==> src/rtl/spq_pkg.sv <==
// Package for the sorted priority queue: field widths, operation and status
// codes, controller states and the structs passed along the row of cells.
// No dependencies.
package spq_pkg;

    localparam int SPQ_DEPTH = 64;
    localparam int ID_W      = 16;
    localparam int PRIO_W    = 32;
    localparam int OP_W      = 2;
    localparam int STAT_W    = 2;
    localparam int CNT_W     = 7;

    typedef enum logic [OP_W-1:0] {
        OP_INSERT = 2'd0,
        OP_POP    = 2'd1,
        OP_CHANGE = 2'd2,
        OP_LOOKUP = 2'd3
    } t_op;

    typedef enum logic [STAT_W-1:0] {
        ST_OK        = 2'd0,
        ST_NOT_FOUND = 2'd1,
        ST_FULL      = 2'd2,
        ST_EMPTY     = 2'd3
    } t_status;

    typedef enum logic [2:0] {
        S_IDLE,
        S_DECODE,
        S_SCAN,
        S_RESOLVE,
        S_INSERT,
        S_OUT
    } t_state;

    // Command broadcast to every cell
    typedef enum logic [1:0] {
        CC_HOLD,
        CC_SCAN,
        CC_REMOVE,
        CC_INSERT
    } t_cell_cmd;

    typedef struct packed {
        t_cell_cmd          cmd;
        logic               rem_all;  // remove shifts every cell (pop)
        logic               use_ge;   // stable placement after a removal
        logic [ID_W-1:0]    id;
        logic [PRIO_W-1:0]  prio;
    } t_cell_ctl;

    // What a cell shows its neighbors and the controller
    typedef struct packed {
        logic               valid;
        logic [ID_W-1:0]    id;
        logic [PRIO_W-1:0]  prio;
        logic               gt;       // entry sorts after the broadcast word
        logic               match;    // entry id equals the broadcast id
        logic               s_hit;    // an earlier cell matched
        logic [PRIO_W-1:0]  s_pr;     // priority of that earliest match
    } t_cell_out;

endpackage

==> src/rtl/spq_cell.sv <==
// One slot of the sorted chain: holds an entry and trades it with its
// neighbors on insert and remove; carries the first-match scan one step.
// Depends on spq_pkg.
module spq_cell
    import spq_pkg::*;
(
    input  logic      i_clk,
    input  logic      i_rst_n,
    input  t_cell_ctl i_ctl,
    input  t_cell_out i_left,
    input  t_cell_out i_right,
    output t_cell_out o_cell
);

    logic              r_valid, n_valid;
    logic [ID_W-1:0]   r_id, n_id;
    logic [PRIO_W-1:0] r_prio, n_prio;
    logic              r_ge, n_ge;
    logic              r_s_hit, n_s_hit;
    logic [PRIO_W-1:0] r_s_pr, n_s_pr;

    logic w_gt;
    logic w_match;
    logic w_rm;

    // Compare against the broadcast word
    assign w_gt    = r_valid && ((r_prio > i_ctl.prio) ||
                     (i_ctl.use_ge && r_ge && (r_prio == i_ctl.prio)));
    assign w_match = r_valid && (r_id == i_ctl.id);
    assign w_rm    = i_ctl.rem_all || r_s_hit || w_match;

    // Next entry and scan state
    always_comb begin
        n_valid = r_valid;
        n_id    = r_id;
        n_prio  = r_prio;
        n_ge    = r_ge;
        n_s_hit = r_s_hit;
        n_s_pr  = r_s_pr;
        unique case (i_ctl.cmd)
            CC_HOLD: begin
            end
            CC_SCAN: begin
                n_s_hit = i_left.s_hit || i_left.match;
                n_s_pr  = i_left.s_hit ? i_left.s_pr : i_left.prio;
            end
            CC_REMOVE: begin
                // close the gap: cells at or after the removed one pull from the right
                n_ge = w_rm;
                if (w_rm) begin
                    n_valid = i_right.valid;
                    n_id    = i_right.id;
                    n_prio  = i_right.prio;
                end
            end
            CC_INSERT: begin
                // shift right behind the new word, or take the new word
                if (i_left.gt) begin
                    n_valid = 1'b1;
                    n_id    = i_left.id;
                    n_prio  = i_left.prio;
                end else if (w_gt || (!r_valid && i_left.valid)) begin
                    n_valid = 1'b1;
                    n_id    = i_ctl.id;
                    n_prio  = i_ctl.prio;
                end
            end
            default: begin
            end
        endcase
    end

    // Control bits
    always_ff @(posedge i_clk) begin
        if (!i_rst_n) begin
            r_valid <= 1'b0;
            r_ge    <= 1'b0;
            r_s_hit <= 1'b0;
        end else begin
            r_valid <= n_valid;
            r_ge    <= n_ge;
            r_s_hit <= n_s_hit;
        end
    end

    // Payload
    always_ff @(posedge i_clk) begin
        r_id   <= n_id;
        r_prio <= n_prio;
        r_s_pr <= n_s_pr;
    end

    assign o_cell.valid = r_valid;
    assign o_cell.id    = r_id;
    assign o_cell.prio  = r_prio;
    assign o_cell.gt    = w_gt;
    assign o_cell.match = w_match;
    assign o_cell.s_hit = r_s_hit;
    assign o_cell.s_pr  = r_s_pr;

endmodule

==> config.mk <==
export PLATFORM = sky130hd
export DESIGN_NAME = spq_cell
export DESIGN_NICKNAME = d
export VERILOG_FILES = /design/src/rtl/spq_pkg.sv /design/src/rtl/spq_cell.sv
export SDC_FILE = /design/constraint.sdc
export NUM_CORES = 1
export LEC_CHECK = 0
export BUFFER_PORTS_ARGS = -buffer_cell sky130_fd_sc_hd__buf_2
export CAP_MARGIN = 20
export CELL_PAD_IN_SITES_DETAIL_PLACEMENT = 2
export CELL_PAD_IN_SITES_GLOBAL_PLACEMENT = 2
export CORE_UTILIZATION = 25
export CTS_CLUSTER_SIZE = 28
export DETAILED_ROUTE_END_ITERATION = 8
export PLACE_DENSITY_LB_ADDON = 0.05
export SYNTH_ARGS = -nofsm -noshare
export SYNTH_HDL_FRONTEND = slang
export SYNTH_SLANG_ARGS = --single-unit
==> constraint.sdc <==
create_clock -name i_clk -period 5.25 [get_ports i_clk]
set_input_delay 1.05 -clock i_clk [delete_from_list [all_inputs] [get_ports i_clk]]
set_output_delay 1.05 -clock i_clk [all_outputs]
set_load 0.03 [all_outputs]
==> results.txt, run 1 <==
----------------------------------------------------
[Worst setup path]
  Data arrival, critical path ... 2790 ps
  Top cell family by delay on the critical path ... simple AND/OR/NAND/NOR gates
  Max FO, Critical Path ... 3
  Crit-path slowest cell ... nor4_1
  Critical path required time ... approximately 4200 ps
  Startpoint-to-endpoint class of the critical path ... input pin to primary output
  Critical path's most frequent cell ... buf_2
  Crit path cell chain ... buf_2 > inv_1 > ha_1 > nand4_1 > nor4_1 > a211o_1 > a21oi_1 > nor2_1 > buf_2
  Capturing element type of the critical path ... primary output
  Buf/Inv on CP ... 3
  CP peak stage delay ... roughly 470 ps
  Startpoint type of the worst setup path ... input pin

[Power and ir drop]
  Maximum vdd drop ... 0.0001412 V
  Power per standard cell area ... 282.8 nW/µm²
  Leakage power ... 0.003203 µW

[Clock network]
  Deepest level of the CTS H-tree ... 3
  Clock buffer count from CTS ... 9
  CTS tree ... yes
  Clock Pin Slew Worst Setup and Hold Paths ... 60 ps
  Post-cts gate resize count ... 0
  Clock root cell ... clkbuf_16
  Number of post-CTS setup repair buffers ... 0
  Worst-Skew Late Latency ... 340 ps
  Post-CTS Hold Buffers ... 0
  Maximum count of clock buffers along a single path ... 2
  Sink count of the clock tree ... 83

[Job]
  Max-capacitance violation count ... 0

[Synthesis]
  Synth Instances ... between 400 and 500
  Most frequent cell after synthesis ... edfxtp_1
  EDFF count, synth ... 80
  Synthesis warning total ... 0
  Post-synthesis net count ... 695
  Prevailing post-synth register cell ... edfxtp_1
  Number of distinct standard cells referenced by the synthesized netlist ... 27
  Share of the synthesized area in the top cell type ... 0.4868
  Top cell type by total area after synthesis ... edfxtp_1
  #FFs+latches synth ... 83
  Leading post-synthesis cells by instance count ... edfxtp_1, a21oi_1, nor2_1, mux2i_1, inv_1
  Largest cells by area after synthesis ... edfxtp_1, mux2i_1, ha_1
  Post-synthesis cell area ... 4935 µm²
  Share of the yosys chip area belonging to registers ... 0.4990
  Mean cell area of the mapped netlist ... 11.19 µm²
  Ys async rst share ... 0

[Layout]
  Post-Route Utilization ... 0.3546
  Share of layout cells above drive strength 1 ... 0.4583
  Post-route cell area ... 6879 µm²
  Layout area overhead ... 39.40%
  Nets@finish ... around 960

[GRT]
  Vias in the first global route ... ~4800
  Initial antenna violation count ... 4
  Residual overflow from global routing ... 0
  First-pass GRT wire length ... 25.73 mm
  Overall routing resource usage ... 0.1704
  Pin count of the biggest net entering global routing ... a little over 40

[Status]
  Outcome ... finished, final reports clean

[Floorplanning]
  Number of primary I/O pins ... 306
  # rows ... 51
  X dimension of the die ... 142.5 µm
  CORE AREA ... 19400 µm²
  Floorplan die area ... 20300 µm²
  Initial Utilization ... 0.2544
  Chip Height ... 142.5 µm

[Timing]
  Count of pins over their slew limit ... 0
  Fin crit share ... 0.7308
  Highest achievable clock rate ... 0.2606 GHz
  Crit path time final ... 3837 ps
  Worst Hold Margin ... 495.2 ps
  Setup repair after global routing missed its margin ... false
  Worst-case clock skew ... 7.028 ps
  Final number of setup-violating endpoints ... 0
  Final setup TNS ... 0 ps
  Worst slew slack as a fraction of its limit ... 0.4124
  Smallest setup slack after layout ... 1413 ps
  Final count of hold timing violations ... 0
  Worst-margin pin slew ... 881.4 ps

[Placement]
  Number of port buffers ... 270
  Placement Setup Slack ... 1352 ps
  HPWL after detailed placement ... 13.43 mm
  RePlAce Congestion ... 0.6934
  Cell area reported after detailed placement ... between 6000 and 7000 µm²

[Drt]
  Vias after detailed routing ... approximately 4400
  Vias per inst ... between 4 and 5
  Total routed wirelength ... 17.12 mm
  Initial DRT Pass Iterations ... 4
  DRC violation total after the first TritonRoute iteration ... 83
  Count of nets left with antenna violations after detail routing ... 0
  Average wire per standard cell ... 17.56 µm
  Residual DRC ... 0

[Worst hold path]
  Class of the most critical hold timing path ... register to register

----------------------------------------------------
==> power breakdown <==
group	switching (µW)	internal, µW	total (µW)
Clock	267	412	679
Combinational	275	177	452
Sequential	22.8	792	815
Total	565	1380	1950
==> cells by family after synthesis <==
| logic type | after synthesis | share of synthesized area |
|---|---|---|
| AO/OA/AOI/OAI | 82 | 0.09077 |
| XOR/XNOR | 16 | 0.02840 |
| adder cells (fa/ha/maj) | 32 | 0.08114 |
| buffers and inverters | 61 | 0.05223 |
| flip-flops | 83 | 0.4990 |
| multiplexers | 81 | 0.1724 |
| AND/OR/NAND/NOR | 86 | 0.07606 |
==> tightest hold or removal path, stage by stage (launching register included) <==
cell and delay, ps:
dfxtp_1 310, o21ai_0 60, a21boi_0 80
==> per-layer routing <==
layer,global-route usage,wire (µm)
met5,0,26
met4,0.03905,135
met3,0.06662,1466
met2,0.3034,8662
met1,0.1898,6833
==> final cells by class <==
class                   count  area [µm²]
diodes                      3       7.507
repair buffers            276        1411
clock buffers              11       232.7
fillers                  2207       12520
well taps                 265       331.6
clock inverters             3       65.06
inverters                  37       138.9
flip-flops and latches     83        2462
multi-input cells         297        2230
==> state kept, by name, summed over array words and instances, names as in the netlist <==
name     count
r_s_pr      32
r_prio      32
r_s_hit      1
r_valid      1
r_id        16
r_ge         1
==> through the flow <==
step	power (µW)	cells
global placement	1276	957
CTS	1990	972
finish	1945	975
global route	2048	972
floorplan	1103	441
detailed placement	1292	958
==> layout by cell type, fill, tap and decap left out, types with 6 or more instances in the layout <==
cell       Yosys  layout
mux2_2        32      32
nand2_1        9       9
inv_1         37      37
a21oi_1       64      64
ha_1          32      32
mux2i_1       49      49
edfxtp_1      80      80
xnor2_1       16      16
o21ai_0        9       9
nor2_1        53      51
buf_2         11     269
clkbuf_16      0       9
buf_4          4       6
nand4_1       10      10
==> path summary, 6_finish.rpt <==
kind,slack (ps),start,endpoint,cells after the start
hold reg to reg,500,r_ge$_SDFFE_PN0N_,r_ge$_SDFFE_PN0N_,2
setup reg to reg,2550,r_prio[14]$_DFFE_PP_,r_id[2]$_DFFE_PP_,7
hold / removal,500,r_ge$_SDFFE_PN0N_,r_ge$_SDFFE_PN0N_,2
setup / recovery,1410,i_ctl[14],o_cell[34],9
(Power assumes the default switching activity.)
==> run 2, diff against run 1 <==
==> constraint.sdc (replaced) <==
create_clock -name i_clk -period 3.6 [get_ports i_clk]
set_input_delay 0.72 -clock i_clk [delete_from_list [all_inputs] [get_ports i_clk]]
set_output_delay 0.72 -clock i_clk [all_outputs]
set_load 0.03 [all_outputs]
==> run 2 against run 1 <==
  * Power increased by 52%
  * Cell area increased by 1.7%
  * Clock power increased by 61%
  * Combinational power increased by 49%
  * Sequential share of layout area decreased by 0.59 points
  * Global-route usage increased by 0.32 points
  * Utilization increased by 0.59 points
==> results.txt, run 2 (synthesis results as in run 1) <==
----------------------------------------------------
[Power and ir drop]
  Maximum vdd drop ... ~0.00021 V
  Power per standard cell area ... 421.7 nW/µm²
  Leakage power ... between 0.003 and 0.004 µW

[Drt]
  Total routed wirelength ... 17.21 mm
  Average wire per standard cell ... 17.69 µm
  Initial DRT Pass Iterations ... 4
  Vias per inst ... 4.495
  Count of nets left with antenna violations after detail routing ... 0
  Residual DRC ... 0
  Vias after detailed routing ... 4374
  DRC violation total after the first TritonRoute iteration ... roughly 140

[Worst setup path]
  Startpoint-to-endpoint class of the critical path ... input pin to primary output
  Max FO, Critical Path ... 2
  Crit-path slowest cell ... a221o_1
  Capturing element type of the critical path ... primary output
  Startpoint type of the worst setup path ... input pin
  Critical path's most frequent cell ... buf_2
  Critical path required time ... 2880 ps
  Crit path cell chain ... buf_2 > inv_1 > ha_1 > a21oi_1 > o21ai_0 > a221o_1 > a211o_1 > a21oi_2 > nor2_1 > buf_2
  Data arrival, critical path ... between 2000 and 2500 ps
  CP peak stage delay ... 370 ps

[Clock network]
  Post-CTS Hold Buffers ... 0
  Worst-Skew Late Latency ... 350 ps
  Sink count of the clock tree ... between 80 and 90
  Deepest level of the CTS H-tree ... 3
  Post-cts gate resize count ... 0
  Maximum count of clock buffers along a single path ... 2
  Clock root cell ... clkbuf_16
  Clock buffer count from CTS ... 9
  Number of post-CTS setup repair buffers ... 0
  CTS tree ... yes
  Clock Pin Slew Worst Setup and Hold Paths ... 60 ps

[Floorplanning]
  Initial Utilization ... 0.2544
  # rows ... 51
  Chip Height ... 142.5 µm
  Floorplan die area ... about 20000 µm²
  Number of primary I/O pins ... 306
  X dimension of the die ... 142.5 µm
  CORE AREA ... 19400 µm²

[Placement]
  Number of port buffers ... 270
  # placed instances ... 957
  RePlAce Congestion ... 0.7191
  HPWL after detailed placement ... around 14 mm

[Layout]
  Layout area overhead ... 41.73%
  Number of standard cells in the layout, taps in and fillers out ... 973
  Registers with the highest flip-flop counts ... r_prio x32, r_s_pr x32, r_id x16
  Multi-input gate area in the final layout ... 2296 µm²
  Highest-count cells in the layout ignoring fill and taps ... buf_2, edfxtp_1, a21oi_1
  Sequential Area ... 2462 µm²
  Nets@finish ... 957
  Share of layout cells above drive strength 1 ... 0.4752
  Layout filler cell count ... 2196
  Most common cell after layout, fill and taps aside ... buf_2

[GRT]
  Initial antenna violation count ... 3
  Residual overflow from global routing ... 0
  Vias in the first global route ... between 4000 and 5000
  Overall routing resource usage ... 0.1736
  Pin count of the biggest net entering global routing ... 79
  First-pass GRT wire length ... 26.55 mm

[Timing]
  Final count of hold timing violations ... 0
  Final setup TNS ... 0 ps
  Setup repair after global routing missed its margin ... false
  Crit path time final ... 3149 ps
  Worst slew slack as a fraction of its limit ... 0.4553
  Worst Hold Margin ... between 400 and 500 ps
  Worst-margin pin slew ... 817.0 ps
  Fin crit share ... 0.8747
  Worst-case clock skew ... 9.015 ps
  Highest achievable clock rate ... 0.3176 GHz
  Final number of setup-violating endpoints ... 0
  Count of pins over their slew limit ... 0

[Job]
  Max-capacitance violation count ... 0

[Worst hold path]
  Class of the most critical hold timing path ... register to register

[Status]
  Outcome ... finished, final reports clean

----------------------------------------------------
## run 2: critical path: cells and delay by family
kind / cells / cell delay [ps]
compound gates: 5 / 1020
buf+inv: 3 / 320
fa+ha+maj: 1 / 300
simple gates: 1 / 70
## run 2: where the power goes
part / total [µW] / internal [µW] / switching [µW]
Sequential: 1190 / 1150 / 35.1
Clock: 1090 / 674 / 412
Combinational: 673 / 265 / 408
Total: 2950 / 2090 / 855
## run 2: metal layers
layer	wire (µm)	up-vias	GRT usage
met1	6915	2090	0.2019
met4	139	2	0.03735
met3	1405	9	0.06225
met2	8736	148	0.3042
li1	-	2125	-
met5	13	-	0
## run 2: layout make-up
cell class / instances / share of cell area
timing repair buffer: 275 / 0.2025
clock inverter: 5 / 0.01467
multi-input combinational: 297 / 0.3283
sequential: 83 / 0.3521
clock buffer: 10 / 0.03274
antenna: 1 / 0.0003578
inverter: 37 / 0.02200
tap: 265 / 0.04741
## run 2: final timing paths
path              cells after the start  slack (ps)            startpoint                  to
hold reg to reg                       2         490     r_ge$_SDFFE_PN0N_   r_ge$_SDFFE_PN0N_
hold / removal                        2         490     r_ge$_SDFFE_PN0N_   r_ge$_SDFFE_PN0N_
setup / recovery                     10         450              i_ctl[7]          o_cell[34]
setup reg to reg                      6        1070  r_prio[29]$_DFFE_PP_  r_id[15]$_DFFE_PP_
## run 2: through the flow
stage | power (µW) | setup WS, ps | utilization | cell area, µm²
finish | 2949 | 451.1 | 0.3606 | 6994
global route | 3103 | 304.9 | 0.3606 | 6994
CTS | 3005 | 422.2 | 0.3604 | 6992
detailed placement | 1900 | 430.7 | 0.3433 | 6660
global placement | 1876 | 443.2 | 0.3433 | 6660
floorplan | 1618 | -809.2 | - | 5016
==> run 3, diff against run 2 <==
==> constraint.sdc (replaced) <==
create_clock -name i_clk -period 3.6 [get_ports i_clk]
set_input_delay 0.36 -clock i_clk [delete_from_list [all_inputs] [get_ports i_clk]]
set_output_delay 0.36 -clock i_clk [all_outputs]
set_load 0.03 [all_outputs]
==> run 3 against run 2 <==
  * Cell count is 0.21% higher
  * Combinational power is 0.6% lower
  * Global-route usage is 0.32 points lower
  * First-iteration DRC count is 21% lower
  * Clock-buffer cell count is 1 lower
  * Worst setup slack better by 460 ps
  * Sequential power hardly changed
==> results.txt, run 3 (synthesis results as in run 1) <==
----------------------------------------------------
[Timing]
  Worst-margin pin slew ... 910.0 ps
  Setup repair after global routing missed its margin ... false
  Crit path time final ... roughly 2700 ps
  Fin crit share ... 0.7457
  Final count of hold timing violations ... 0
  Worst-case clock skew ... 10.45 ps
  Smallest setup slack after layout ... 915.4 ps
  Highest achievable clock rate ... 0.3725 GHz
  Final number of setup-violating endpoints ... 0
  Count of pins over their slew limit ... 0
  Worst slew slack as a fraction of its limit ... 0.3934

[Worst setup path]
  Crit path cell chain ... ha_1 > nand4_1 > nor4_1 > nand3_1 > nand2_1 > nor2_1 > buf_2
  Critical path required time ... 3240 ps
  Top cell family by delay on the critical path ... simple AND/OR/NAND/NOR gates
  Buf/Inv on CP ... 1
  Capturing element type of the critical path ... primary output
  Startpoint type of the worst setup path ... register
  Crit-path slowest cell ... nor4_1
  Max FO, Critical Path ... 3
  Startpoint-to-endpoint class of the critical path ... register to primary output
  CP peak stage delay ... 570 ps
  Data arrival, critical path ... 2320 ps

[Floorplanning]
  X dimension of the die ... 142.5 µm
  Chip Height ... around 140 µm
  CORE AREA ... a little under 20000 µm²
  Floorplan die area ... 20300 µm²
  Initial Utilization ... 0.2544
  # rows ... 51
  Number of primary I/O pins ... about 310

[Power and ir drop]
  Total power of the final layout ... 2817 µW
  Maximum vdd drop ... between 0.0002 and 0.00025 V
  Power per standard cell area ... approximately 410 nW/µm²
  Leakage power ... 0.003204 µW

[Layout]
  Nets@finish ... 959
  Antenna diode instance count ... 0
  Most common cell after layout, fill and taps aside ... buf_2
  Post-Route Utilization ... 0.3562
  Layout area overhead ... 40.01%
  Highest-count cells in the layout ignoring fill and taps ... buf_2, edfxtp_1, a21oi_1
  Share of layout cells above drive strength 1 ... 0.4662
  Layout filler cell count ... ~2200
  Registers with the highest flip-flop counts ... r_prio x32, r_s_pr x32, r_id x16

[Drt]
  Average wire per standard cell ... 17.91 µm
  Total routed wirelength ... 17.46 mm
  Vias per inst ... 4.496
  Residual DRC ... 0
  DRC violation total after the first TritonRoute iteration ... 106
  Count of nets left with antenna violations after detail routing ... 0
  Vias after detailed routing ... 4384
  Initial DRT Pass Iterations ... 4

[Clock network]
  Clock root cell ... clkbuf_16
  CTS tree ... yes
  Clock buffer count from CTS ... 9
  Maximum count of clock buffers along a single path ... 2
  Clock Pin Slew Worst Setup and Hold Paths ... approximately 60 ps
  Worst-Skew Late Latency ... 340 ps
  Post-cts gate resize count ... 0
  Sink count of the clock tree ... 83
  Post-CTS Hold Buffers ... 0
  Number of post-CTS setup repair buffers ... 0
  Deepest level of the CTS H-tree ... 3

[Status]
  Outcome ... finished, final reports clean

[Placement]
  HPWL after detailed placement ... approximately 14 mm
  Number of port buffers ... 270
  Placement Setup Slack ... ~880 ps
  RePlAce Congestion ... approximately 0.7

[GRT]
  Pin count of the biggest net entering global routing ... 51
  Residual overflow from global routing ... 0
  Vias in the first global route ... 4840
  Initial antenna violation count ... 4
  Overall routing resource usage ... 0.1703
  First-pass GRT wire length ... 26.06 mm

[Job]
  Max-capacitance violation count ... 0

[Worst hold path]
  Class of the most critical hold timing path ... input pin to register

----------------------------------------------------
[run 3: worst reg2reg max path, delay by kind of cell (launching register included)]
kind / cells / cell delay (ps)
simple gates: 2 / 760
flops: 1 / 390
compound gates: 2 / 400
fa+ha+maj: 1 / 330
buf+inv: 1 / 370
[run 3: final timing paths]
path / end / cells after the start / start / slack [ps]
setup / recovery: o_cell[34] / 7 / r_prio[31]$_DFFE_PP_ / 920
hold reg to reg: r_ge$_SDFFE_PN0N_ / 2 / r_ge$_SDFFE_PN0N_ / 490
setup reg to reg: r_prio[29]$_DFFE_PP_ / 6 / r_prio[31]$_DFFE_PP_ / 1030
hold / removal: r_valid$_SDFFE_PN0P_ / 3 / i_right[83] / 280
[run 3: routing by layer]
metal	share of wire	vias up	GRT usage	wire (µm)
met4	0.0095	6	0.04414	166
li1	-	2125	-	-
met2	0.50	155	0.3096	8818
met1	0.41	2081	0.1929	7179
met5	0.0023	-	0	40
met3	0.072	17	0.05047	1257
[run 3: power breakdown]
group	internal, µW	total (µW)	switching (µW)
sequential	1150	1190	34.1
clock	537	960	423
combinational	262	669	407
[run 3: area by class of cell]
cell class | instances | area (µm²) | area share
flip-flops and latches | 83 | 2462 | 0.3564
multi-input cells | 297 | 2265 | 0.3278
repair buffers | 277 | 1419 | 0.2054
well taps | 265 | 331.6 | 0.04799
clock buffers | 9 | 225.2 | 0.03260
inverters | 37 | 138.9 | 0.02010
clock inverters | 7 | 67.56 | 0.009779
[run 3: stage by stage]
| step | instance area (µm²) | cells | setup TNS [ps] | hold slack, ps |
|---|---|---|---|---|
| after floorplan | 4970 | 441 | -34010 | 457.7 |
| after global placement | 6596 | 958 | 0 | 489.7 |
| after global routing | 6909 | 975 | 0 | 300.1 |
| final | 6909 | 975 | 0 | 283.7 |
| after CTS | 6909 | 975 | 0 | 273.2 |
| after detailed placement | 6616 | 959 | 0 | 491.2 |
